`src/rtl/blhc_queue.sv`:
```
module blhc_queue #(
    parameter int W = 8
) (
    input  logic         i_clk,
    input  logic         i_rst_n,
    input  logic         i_push,
    input  logic [W-1:0] i_data,
    input  logic         i_pop,
    output logic [W-1:0] o_data,
    output logic         o_full,
    output logic         o_empty
);
    logic [W-1:0] r_slot [2];
    logic         r_wp, r_rp;
    logic [1:0]   r_cnt;

    always_ff @(posedge i_clk) begin
        if (!i_rst_n) begin
            r_wp  <= 1'b0;
            r_rp  <= 1'b0;
            r_cnt <= '0;
        end else begin
            if (i_push) r_wp <= ~r_wp;
            if (i_pop)  r_rp <= ~r_rp;
            r_cnt <= r_cnt + {1'b0, i_push} - {1'b0, i_pop};
        end
    end

    always_ff @(posedge i_clk) begin
        if (i_push) r_slot[r_wp] <= i_data;
    end

    assign o_data  = r_slot[r_rp];
    assign o_full  = (r_cnt == 2'd2);
    assign o_empty = (r_cnt == 2'd0);
endmodule

```
`config.mk`:
```
export PLATFORM = sky130hd
export DESIGN_NAME = blhc_queue
export DESIGN_NICKNAME = d
export VERILOG_FILES = /design/src/rtl/blhc_queue.sv
export SDC_FILE = /design/constraint.sdc
export NUM_CORES = 1
export LEC_CHECK = 0
export ABC_AREA = 1
export BUFFER_PORTS_ARGS = -buffer_cell sky130_fd_sc_hd__buf_2
export CORE_MARGIN = 5
export CORE_UTILIZATION = 40
export DETAILED_ROUTE_END_ITERATION = 10
export GPL_ROUTABILITY_DRIVEN = 0
export PLACE_DENSITY = 0.66
export SLEW_MARGIN = 15
export SYNTH_ARGS = -nofsm -noshare
export SYNTH_HDL_FRONTEND = slang
export SYNTH_SLANG_ARGS = --single-unit
export TNS_END_PERCENT = 1
```
`constraint.sdc`:
```
create_clock -name i_clk -period 1.99 [get_ports i_clk]
set_input_delay 0.398 -clock i_clk [delete_from_list [all_inputs] [get_ports i_clk]]
set_output_delay 0.398 -clock i_clk [all_outputs]
set_load 0.005 [all_outputs]
```
==> flow_summary.json <==
{
  "syn2layout_area_growth_pct": 19.28,
  "clock-root-buffer": "clkbuf_4",
  "crit_buf_inv": 1,
  "grt_max_degree": 12,
  "synth_top_area_cell": "edfxtp_1",
  "ys_async_sr_fraction_pct": 0,
  "grtUsageTotal_pct": 8.484,
  "critPathMaxStageDelay_ns": 0.64,
  "synth-seq-cells": 21,
  "fillers": 181,
  "clock_skew_ns": 0.007066,
  "synthesis.instances": 58,
  "start_kind": "flop",
  "nets": 98,
  "die-area_sq_um": 3108,
  "hp-start": "i_data[4]",
  "grt_overflow": 0,
  "dp_slack_ns": 0.4968,
  "critPathMaxFanout": 8,
  "total_power_uw": 818.9,
  "drtIter0Drc": 9,
  "grt_setup_unrepaired": "no",
  "ios": 22,
  "vias_per_cell": 4.418,
  "hold_end": "r_slot[1][4]$_DFFE_PP_",
  "wirelength_um": 1205,
  "yosys-top-cells-count": "edfxtp_1, nor2_1, mux2_4, nand2_1, inv_1",
  "grt_pass1_wl_um": 2049,
  "numCtsBuffers": 3,
  "synth_flop_cell": "edfxtp_1",
  "synth_top_area_share_pct": 57.40,
  "initial_core_util_pct": 42.23,
  "cts-htree-levels": 1,
  "port_buffers": 21,
  "critical_path_class": "flop to output port",
  "crit_family": "flip-flops",
  "reg2reg_slack_ns": 0.71,
  "status": "completed",
  "timing.final.ws_setup_ns": 0.2020,
  "antenna_found_initial": 0,
  "worstPathRequired_ns": 1.59,
  "cts_hold_buf": 0,
  "reg2reg_from": "r_cnt[0]$_SDFF_PN0_",
  "period_needed_ns": 1.788,
  "routedWlPerCell_um": 10.95,
  "yosysSeqAreaShare_pct": 69.36,
  "tightest_slew_ns": 0.4936,
  "avgSynthCellArea_sq_um": 14.43,
  "synth_fp_nets": 72,
  "whs_ns": 0.2954,
  "hp-class": "input pin to flop",
  "r2r_end": "r_cnt[1]$_SDFF_PN0_",
  "synthesis.area_sq_um": 837.1,
  "crit_chain": "mux2_4, buf_2",
  "core.rowCount": 16,
  "synth_cell_types": 10,
  "ys_top_cells_by_area": "edfxtp_1, mux2_4, dfxtp_1",
  "rr_worst_depth": 8,
  "die_h_um": 55.75,
  "drv_cap": 0,
  "clock_sinks": 21,
  "cts.reportedPaths.clkPinSlew_ns": 0.11,
  "vdd_ir_drop_max_uv": 453.6,
  "synth_edf_count": 16,
  "n_antenna_cell": 0,
  "drive_gt1_share_pct": 39.76,
  "antenna_left": 0,
  "arrival_ns": 1.39,
  "core-area_sq_um": 1982,
  "seq_area_sq_um": 580.6,
  "max_freq_ghz": 0.5593,
  "crit_slowest_cell": "dfxtp_1",
  "yosys_warnings": 0,
  "drc_errors": 0,
  "relSlewSlack_pct": 67.05,
  "powerDensity_nw_per_um2": 820.1,
  "synth.most_common_cell": "edfxtp_1",
  "fin_crit_sh_pct": 89.85,
  "drtPass1Iterations": 3,
  "endpoint_kind": "output port",
  "p_leak_uw": 0.0004497,
  "final-setup-viol-count": 0,
  "first_global_vias": 497,
  "dp_hpwl_um": 941.3,
  "fin_tns_setup_ns": 0,
  "drv_slew": 0,
  "cts_resized": 0,
  "post-cts-setup-buffers": 0,
  "die_w_um": 55.75,
  "worst_skew_pair.late_latency_ns": 0.28,
  "utilization_pct": 50.38,
  "hold_viol": 0,
  "multi_input_comb_area_sq_um": 219.0,
  "vias": 486,
  "cts_tree": "yes",
  "min_path_cells": 1,
  "clk_path_buf_depth": 2
}
## through the flow
stage / std cells / instance area (sq um)
floorplan: 58 / 837.1
global placement: 106 / 972.2
detailed placement: 106 / 972.2
CTS: 110 / 998.5
global route: 110 / 998.5
finish: 110 / 998.5
## per-layer routing
metal  vias up  share of wire (%)  global-route usage, %
met5         -                  0                      0
met4         0               0.83                  4.167
met3         2                8.8                  3.480
met2        14                 49                  14.36
met1       224                 41                  9.064
li1        246                  -                      -
## worst max-delay path by stage
stage          startpoint                  end  slack (ns)  cells after the start
6_report             flop            o_data[7]        0.20                      2
5_1_grt              flop            o_data[6]        0.11                      2
4_1_cts              flop            o_data[4]        0.17                      2
3_5_place_dp         flop            o_data[4]        0.50                      2
3_3_place_gp         flop            o_data[7]        0.52                      2
2_1_floorplan       i_pop  r_cnt[1]$_SDFF_PN0_        0.76                      7
## report_power, final
part | internal [uW] | leakage, uW | switching (uW)
clock network | 77.7 | 0.0000150 | 110
logic | 62.4 | 0.000243 | 49.9
registers | 502 | 0.000192 | 17.2
total | 642 | 0.000450 | 177
## registers in the layout (all words and copies together), names as in the netlist, named ones only
name	cells
r_cnt	2
r_rp	1
r_wp	1
r_slot	16
## cell usage in the layout, fill, tap and decap left out
master,netlist,final
buf_4,0,1
edfxtp_1,16,16
a21oi_1,1,1
mux2_4,8,8
nand3_1,1,1
ha_1,2,2
clkbuf_4,0,3
buf_2,0,21
nand2_1,8,8
nor2_1,9,9
inv_1,7,7
clkbuf_1,0,1
dfxtp_1,5,5
## kinds of logic after synthesis
logic type	share of synthesized area [%]
flops	69.36
simple gates	8.221
buf+inv	4.485
mux	14.35
fa+ha+maj	2.989
compound gates	0.5973
## worst register-to-register path: cells and delay by family, from the launching register on
family	cells	cell delay, ns
and+or+nand+nor	2	0.12
AOI/OAI and AO/OA	1	0.13
adders and majority gates	2	0.44
DFF	1	0.36
buffers and inverters	3	0.15
## area by class of cell
cell class	instances	share of cell area, %
Sequential cell	21	58.15
Multi-Input combinational cell	29	21.93
Timing Repair Buffer	22	11.28
Tap cell	27	3.383
Clock buffer	4	2.632
Inverter	7	2.632
(Power assumes the default switching activity.)
