--- src/rtl/blhc_pkg.sv ---
package blhc_pkg;
    localparam int CMD_W   = 2;
    localparam int CFG_W   = 11;
    localparam int LIM_W   = 4;
    localparam int COUNT_W = 14;
    localparam int STAMP_W = 32;
    localparam int PROBE_W = 4;
    localparam int IDX_W   = 1;

    localparam logic [CMD_W-1:0] CMD_INSERT = 2'd0;
    localparam logic [CMD_W-1:0] CMD_SEARCH = 2'd1;
    localparam logic [CMD_W-1:0] CMD_REMOVE = 2'd2;

    localparam logic [IDX_W-1:0] CFG_BUCKET_COUNT = 1'b0;
    localparam logic [IDX_W-1:0] CFG_BUCKET_LIMIT = 1'b1;

    localparam logic [CFG_W-1:0] BUCKET_COUNT_RST = 11'd13;
    localparam logic [LIM_W-1:0] BUCKET_LIMIT_RST = 4'd3;
endpackage

--- src/rtl/blhc_front.sv ---
module blhc_front #(
    parameter int KEY_BITS   = 64,
    parameter int VALUE_BITS = 32,
    parameter int BW         = 10
) (
    input  logic                         i_clk,
    input  logic                         i_rst_n,
    input  logic                         i_accept,
    input  logic [blhc_pkg::CMD_W-1:0]   i_command,
    input  logic [KEY_BITS-1:0]          i_key,
    input  logic [VALUE_BITS-1:0]        i_value,
    input  logic [blhc_pkg::CFG_W-1:0]   i_nb,
    input  logic                         i_q_full,
    output logic                         o_q_push,
    output logic [blhc_pkg::CMD_W-1:0]   o_cmd,
    output logic [KEY_BITS-1:0]          o_key,
    output logic [VALUE_BITS-1:0]        o_val,
    output logic [BW-1:0]                o_bkt,
    output logic                         o_busy
);
    import blhc_pkg::*;

    localparam int STEPS = (KEY_BITS + 3) / 4;
    localparam int KPAD  = STEPS * 4;
    localparam int CW    = (STEPS > 1) ? $clog2(STEPS) : 1;

    typedef enum logic [2:0] {
        F_IDLE = 3'b001,
        F_DIV  = 3'b010,
        F_PUSH = 3'b100
    } t_fstate;

    t_fstate             r_state, n_state;
    logic [CMD_W-1:0]    r_cmd;
    logic [KEY_BITS-1:0] r_key;
    logic [VALUE_BITS-1:0] r_val;
    logic [KPAD-1:0]     r_sh;
    logic [CFG_W-1:0]    r_rem, n_rem;
    logic [CW-1:0]       r_cnt;

    always_comb begin
        logic [CFG_W:0] t;
        t     = '0;
        n_rem = r_rem;
        for (int k = 0; k < 4; k++) begin
            t = {n_rem, r_sh[KPAD-1-k]};
            if (t >= {1'b0, i_nb}) begin
                t = t - {1'b0, i_nb};
            end
            n_rem = t[CFG_W-1:0];
        end
    end

    always_comb begin
        n_state = r_state;
        unique case (r_state)
            F_IDLE: if (i_accept) n_state = F_DIV;
            F_DIV:  if (r_cnt == CW'(STEPS - 1)) n_state = F_PUSH;
            F_PUSH: if (!i_q_full) n_state = F_IDLE;
            default: n_state = F_IDLE;
        endcase
    end

    always_ff @(posedge i_clk) begin
        if (!i_rst_n) begin
            r_state <= F_IDLE;
        end else begin
            r_state <= n_state;
        end
    end

    always_ff @(posedge i_clk) begin
        if (r_state == F_IDLE && i_accept) begin
            r_cmd <= i_command;
            r_key <= i_key;
            r_val <= i_value;
            r_sh  <= KPAD'(i_key);
            r_rem <= '0;
            r_cnt <= '0;
        end else if (r_state == F_DIV) begin
            r_sh  <= r_sh << 4;
            r_rem <= n_rem;
            r_cnt <= r_cnt + 1'b1;
        end
    end

    assign o_q_push = (r_state == F_PUSH) && !i_q_full;
    assign o_cmd    = r_cmd;
    assign o_key    = r_key;
    assign o_val    = r_val;
    assign o_bkt    = BW'(r_rem);
    assign o_busy   = (r_state != F_IDLE);
endmodule

--- config.mk ---
export PLATFORM = sky130hd
export DESIGN_NAME = blhc_front
export DESIGN_NICKNAME = d
export VERILOG_FILES = /design/src/rtl/blhc_pkg.sv /design/src/rtl/blhc_front.sv
export SDC_FILE = /design/constraint.sdc
export NUM_CORES = 1
export LEC_CHECK = 0
export BUFFER_PORTS_ARGS = -buffer_cell sky130_fd_sc_hd__buf_2
export CORE_MARGIN = 4
export CORE_UTILIZATION = 45
export CTS_CLUSTER_SIZE = 20
export DETAILED_ROUTE_END_ITERATION = 16
export GPL_TIMING_DRIVEN = 1
export PLACE_DENSITY = 0.71
export SETUP_SLACK_MARGIN = 0.4
export SLEW_MARGIN = 20
export SYNTH_ARGS = -nofsm -noshare
export SYNTH_HDL_FRONTEND = slang
export SYNTH_SLANG_ARGS = --single-unit
export TNS_END_PERCENT = 5
--- constraint.sdc ---
create_clock -name i_clk -period 12.9 [get_ports i_clk]
set_input_delay 1.935 -clock i_clk [delete_from_list [all_inputs] [get_ports i_clk]]
set_output_delay 1.935 -clock i_clk [all_outputs]
set_load 0.05 [all_outputs]
==> results.ini, run 1 <==
[critical_path]
crit_top_cell = nor3_1
critical_path.slowest_cell = a21oi_1
required_ns = 13.20
crit_type = in -> reg
worstPathMaxFanout = 14
worstPathArrival_ns = 11.02
cpPeakStageDelay_ns = 0.85
crit_path_start_kind = primary input
critPathCaptureType = flop

[cts]
cts_hold_buf = 0
path_clk_slew_ns = 0.07
clkLatencyLatePin_ns = 0.42
clk_path_buf_depth = 2
root_buffer = clkbuf_16
cts_setup_buffers = 0
htree_levels = 4
clock_sinks = 180
cts_resized = 0
tritoncts = built
cts_buffers = 17

[synth]
synth_cells = 656
async_reset_ff_share_pct = 0
synth-adder-area-share_pct = 7.16
synth_compound_area_share_pct = 8.94
synth_edf_count = 162
yosysTopAreaCell = edfxtp_1
yosys_warnings = 0
synth_top_family_by_area = multiplexers
synth_nets = 818
yosys.area_share.xor_xnor_pct = 2.63
yosysSeqAreaShare_pct = 58.2
synth_top_area_share_pct = 54.2
ys_ff_latch = 180
synth-simple-area-share_pct = 8.68
synth_area_leaders = edfxtp_1 (54%), mux2_2 (9.2%), ha_1 (6.3%)
syn_area_mm2 = 0.00898
avgSynthCellArea_um2 = 13.7
synth.distinct_cells = 66
ys.flop_type = edfxtp_1
synthMuxAreaShare_pct = 11.4

[drt]
drc = 0
post_drt_wl_per_cell_um = 18.3
ant_nets = 0
routed_wirelength_mm = 21.1
met2_length_mm = 10.3
vias = 6166
first_pass_iters = 5
wl_met1_mm = 8.60
top_layer_used = met5
drtIter0Drc = 408
dr_wl_met3_mm = 1.61
via_per_inst = 5.35

[placement]
placedInstanceArea_mm2 = 0.0103
pre_cts_ws_ns = 1.89
io_buffer_count = 222
gp_congestion = 0.919
dp.final_hpwl_mm = 15.8

[finish]
diodes = 0
drive_gt1_share_pct = 40.2
syn2layout_area_growth_pct = 22.1
n_fill_cell = 1662
multi_input_area_mm2 = 0.00349
fin_nets = 1036
register_area_mm2 = 0.00523
fin_area_mm2 = 0.0110

[sta]
final.period_utilization_pct = 83.1
tightest_slew_ns = 1.08
finClkSkew_ns = 0.00913
fin_ws_ns = 2.18
setup-violations-final = 0
maxSlewViolCount = 0
period_minus_slack_ns = 10.72
slew_headroom_pct = 28.1
hold_viol = 0
setup_tns_ns = 0
fmax_mhz = 93.3
rsz0062_at_grt = no

[die]
initial_core_util_pct = 46.0
std_cell_rows = 51
die_y_um = 149
io_pins = 223
coreArea_mm2 = 0.0195
fp.dieArea_mm2 = 0.0223
fp.dieW_um = 149

[power]
p_sw_mw = 1.22
power_density_mw_per_mm2 = 267
power.internal_mw = 1.70
seqPwrFrac_pct = 25.0
max-vdd-ir-drop_v = 0.000137
p_comb_share_pct = 55.4
p_leak_nw = 4.52
p_sw_share_pct = 41.8
p_clk_share_pct = 19.6

[grt]
grt_pass1_vias = 6175
grt_pass1_wl_mm = 32.4
grt.overflow.total = 0
grt_use_total_pct = 19.0
grt_max_degree = 87
antenna_found_initial = 3

[worst_hold_path]
hp-class = reg -> reg

[run_status]
status = finished, final reports clean

[run]
drv_cap = 0

[synthesized netlist by cell type (all sizes together), types with 10 or more instances]
cell and n:
o21ai 20, ha 45, nand3 12, inv 27
clkbuf 13, xnor2 16, nand2 33, xor2 11
a211oi 10, dfxtp 18, nor2 30, o211ai 13
mux2 80, nand4 18, buf 14, a21o 11
edfxtp 162, a21oi 18
[metrics by stage]
step | total power [mW] | util, % | hold slack [ns] | std cells
floorplan | 2.07 | - | 0.454 | 656
global placement | 2.33 | 52.7 | 0.464 | 1120
detailed placement | 2.33 | 52.7 | 0.471 | 1120
CTS | 2.92 | 56.1 | 0.480 | 1152
global route | 3.11 | 56.1 | 0.520 | 1152
finish | 2.92 | 56.1 | 0.482 | 1152
[flip-flops by register name, indices dropped and copies added, names as in the netlist]
signal / count
o_val: 32
o_cmd: 2
o_key: 64
r_cnt: 4
r_rem: 11
r_sh: 64
r_state: 3
[placed cells by master, fill, tap and decap left out, drive strengths merged, types with 3 or more instances in the layout]
cell type | netlist | final
mux2i | 8 | 8
nor2 | 30 | 30
o21ai | 20 | 20
a21oi | 18 | 18
a21o | 11 | 11
o31ai | 3 | 3
a31oi | 4 | 4
nor3 | 9 | 9
a211oi | 10 | 10
inv | 27 | 33
fa | 4 | 4
o211ai | 13 | 13
mux2 | 80 | 80
dfxtp | 18 | 18
buf | 14 | 226
clkbuf | 13 | 17
nand2b | 9 | 9
xnor2 | 16 | 16
o311ai | 5 | 5
nand2 | 33 | 33
o21a | 8 | 8
and3 | 3 | 3
a31o | 3 | 3
bufinv | 0 | 4
nor2b | 7 | 7
or3 | 5 | 5
xor2 | 11 | 11
nand3 | 12 | 12
nand4 | 18 | 18
ha | 45 | 45
clkinv | 0 | 4
and2 | 9 | 9
edfxtp | 162 | 162
[critical path: cells and delay by family]
family | cells | cell delay (ns)
adders and majority gates | 4 | 1.71
buffers and inverters | 2 | 0.37
muxes | 2 | 0.64
AOI/OAI and AO/OA | 16 | 4.12
and+or+nand+nor | 8 | 2.20
[power groups by stage]
stage          Combinational, mW  Clock [mW]  Sequential [mW]
6_report                    1.62       0.571            0.730
4_1_cts                     1.61       0.582            0.730
3_3_place_gp                1.58           0            0.742
2_1_floorplan               1.26           0            0.809
5_1_grt                     1.77       0.610            0.735
3_5_place_dp                1.59           0            0.742
[logic make-up after synthesis]
family                     Yosys count
adders and majority gates           49
and+or+nand+nor                    149
AOI/OAI and AO/OA                  109
muxes                               88
buffers and inverters               54
DFF                                180
xor gates and xnor gates            27
[metal layers]
metal,vias to the layer above,track usage (%)
met5,-,0
met4,6,7.51
met3,37,5.68
met2,222,31.1
met1,2956,23.8
li1,2945,-
[path summary, 6_finish.rpt]
path                to      from  slack [ns]  depth (start not counted)
min           r_cnt[1]  r_cnt[1]        0.48                          2
min reg2reg   r_cnt[1]  r_cnt[1]        0.48                          2
max reg2reg  r_rem[10]  r_sh[63]        3.44                         32
max          r_rem[10]   i_nb[8]        2.18                         32
[final cells by class]
| type | instances | share of cell area [%] |
|---|---|---|
| clock buffers | 17 | 3.88 |
| well taps | 265 | 3.03 |
| clock inverters | 15 | 2.17 |
| flip-flops and latches | 180 | 47.7 |
| multi-input cells | 422 | 31.9 |
| inverters | 27 | 0.925 |
| repair buffers | 226 | 10.4 |
No activity file was read; power rests on OpenSTA's default activity.
==> inputs of run 2 (changes only) <==
- PLACE_DENSITY: 0.71 -> 0.74
- clock period: 12.9 -> 8.9 ns (I/O delays scaled with it)
==> run 2 against run 1 <==
  * Die area stayed put
  * Cell count is 4.4% higher
  * Wire length is 5.7% higher
  * Non-clock buffer count is 50 higher
  * Register-to-register slack worse by 2.1 ns
  * Sequential share of layout area is 2.0 points lower
  * Total power is 57% higher
  * Cell area is 4.5% higher
  * Clock skew is 0.0013 ns higher
  * First-iteration DRC count is 19% lower
  * Critical endpoint is now r_rem[7]
  * Largest cell class unchanged
  * Highest routed layer unchanged
==> results.ini, run 2 (synthesis gave the netlist of run 1 again) <==
[die]
die_y_um = 149
fp.dieW_um = 149
initial_core_util_pct = 46.0
io_pins = 223
coreArea_mm2 = 0.0195
std_cell_rows = 51
fp.dieArea_mm2 = 0.0223

[critical_path]
rr_worst_depth = 33
required_ns = 9.20
worstPathArrival_ns = 8.49
cpPeakStageDelay_ns = 0.40
critical_path.slowest_cell = fa_1
crit_path_start_kind = primary input
crit_type = in -> reg
critPathCaptureType = flop
endpoint = r_rem[7]
r2r_slack_ns = 1.32
reg2reg_from = r_sh[63]
crit_top_cell = ha_1
reg2reg_to = r_rem[7]
cp-startpoint = i_nb[0]
worstPathMaxFanout = 9

[sta]
hold_viol = 0
finClkSkew_ns = 0.0105
setup-violations-final = 0
period_minus_slack_ns = 8.19
setup_tns_ns = 0
maxSlewViolCount = 0
fin_ws_ns = 0.712
tightest_slew_ns = 0.870
fmax_mhz = 122
rsz0062_at_grt = no
slew_headroom_pct = 42.0
final.period_utilization_pct = 92.0

[power]
p_leak_nw = 4.73
p_comb_share_pct = 61.1
max-vdd-ir-drop_v = 0.000283
p_sw_mw = 1.91
p_total_mw = 4.59
seqPwrFrac_pct = 23.1
p_sw_share_pct = 41.6
p_clk_share_pct = 15.8
power.internal_mw = 2.68
power_density_mw_per_mm2 = 401

[placement]
gp_congestion = 0.926
io_buffer_count = 222
dp.final_hpwl_mm = 16.9
pre_cts_ws_ns = 0.0514
place_inst = 1162

[drt]
vias = 6363
routed_wirelength_mm = 22.3
drtIter0Drc = 329
first_pass_iters = 5
post_drt_wl_per_cell_um = 18.6
drc = 0
via_per_inst = 5.29
ant_nets = 0

[cts]
cts_hold_buf = 0
path_clk_slew_ns = 0.07
root_buffer = clkbuf_16
clk_path_buf_depth = 2
clkLatencyLatePin_ns = 0.42
tritoncts = built
cts_buffers = 17
clock_sinks = 180
htree_levels = 4

[finish]
stdcell_count = 1203
n_fill_cell = 1609
layout_commonest_cell = buf_2
fin_nets = 1086
syn2layout_area_growth_pct = 27.5
final_cell_mix = buf_2 (222), edfxtp_1 (162), mux2_2 (73)
drive_gt1_share_pct = 46.2

[grt]
antenna_found_initial = 6
grt_pass1_wl_mm = 34.1
grt.overflow.total = 0
grt_pass1_vias = 6355
grt_use_total_pct = 19.9
grt_max_degree = 70

[run_status]
status = finished, final reports clean

[worst_hold_path]
hp-class = reg -> reg

[run]
drv_cap = 0

==> run 2: final cells by class <==
class	instances	area, um2	area share, %
Timing Repair Buffer	276	1520	13.3
Clock inverter	15	159	1.39
Clock buffer	17	425	3.72
Multi-Input combinational cell	422	3680	32.1
Sequential cell	180	5230	45.6
Antenna cell	1	2.50	0.0219
Inverter	27	109	0.951
Tap cell	265	332	2.90
==> run 2: through the flow <==
step,util [%],hold slack [ns],cell area (um2)
after floorplan,-,0.454,9100
after global placement,54.9,0.463,10700
after detailed placement,54.9,0.473,10700
after CTS,57.9,0.482,11300
after global routing,58.6,0.520,11400
final,58.6,0.482,11400
==> run 2: metal layers <==
layer	track usage [%]	part of all wire, %	up-vias
met5	0	0.29	-
met4	6.00	1.9	10
met3	6.23	7.4	35
met2	33.1	50	223
met1	24.9	40	3053
li1	-	-	3042
==> run 2: how the worst min path moves through the flow <==
stage | start | endpoint | slack, ns | cells past startpoint
floorplan | r_cnt[1] | r_cnt[1] | 0.45 | 2
global placement | r_cnt[1] | r_cnt[1] | 0.46 | 2
detailed placement | r_cnt[1] | r_cnt[1] | 0.47 | 2
CTS | r_cnt[1] | r_cnt[1] | 0.48 | 2
global route | r_cnt[1] | r_cnt[1] | 0.52 | 2
finish | r_cnt[1] | r_cnt[1] | 0.48 | 2
==> run 2: power by group through the flow <==
stage               clock, mW  combinational (mW)  sequential [mW]
floorplan                   0                1.90             1.17
global placement            0                2.65             1.08
detailed placement          0                2.65             1.08
CTS                     0.741                2.67             1.06
global route            0.785                3.04             1.07
finish                  0.728                2.80             1.06
==> run 2: critical path: cells and delay by family <==
kind | cells | cell delay (ns)
AND/OR/NAND/NOR | 7 | 1.45
AO/OA/AOI/OAI | 15 | 2.81
buffers and inverters | 3 | 0.46
adder cells (fa/ha/maj) | 5 | 1.45
multiplexers | 3 | 0.97
==> run 2: timing repair <==
action,CTS,global route
resized for setup,0,16
setup buffers,0,8
setup endpoints to repair,0,11
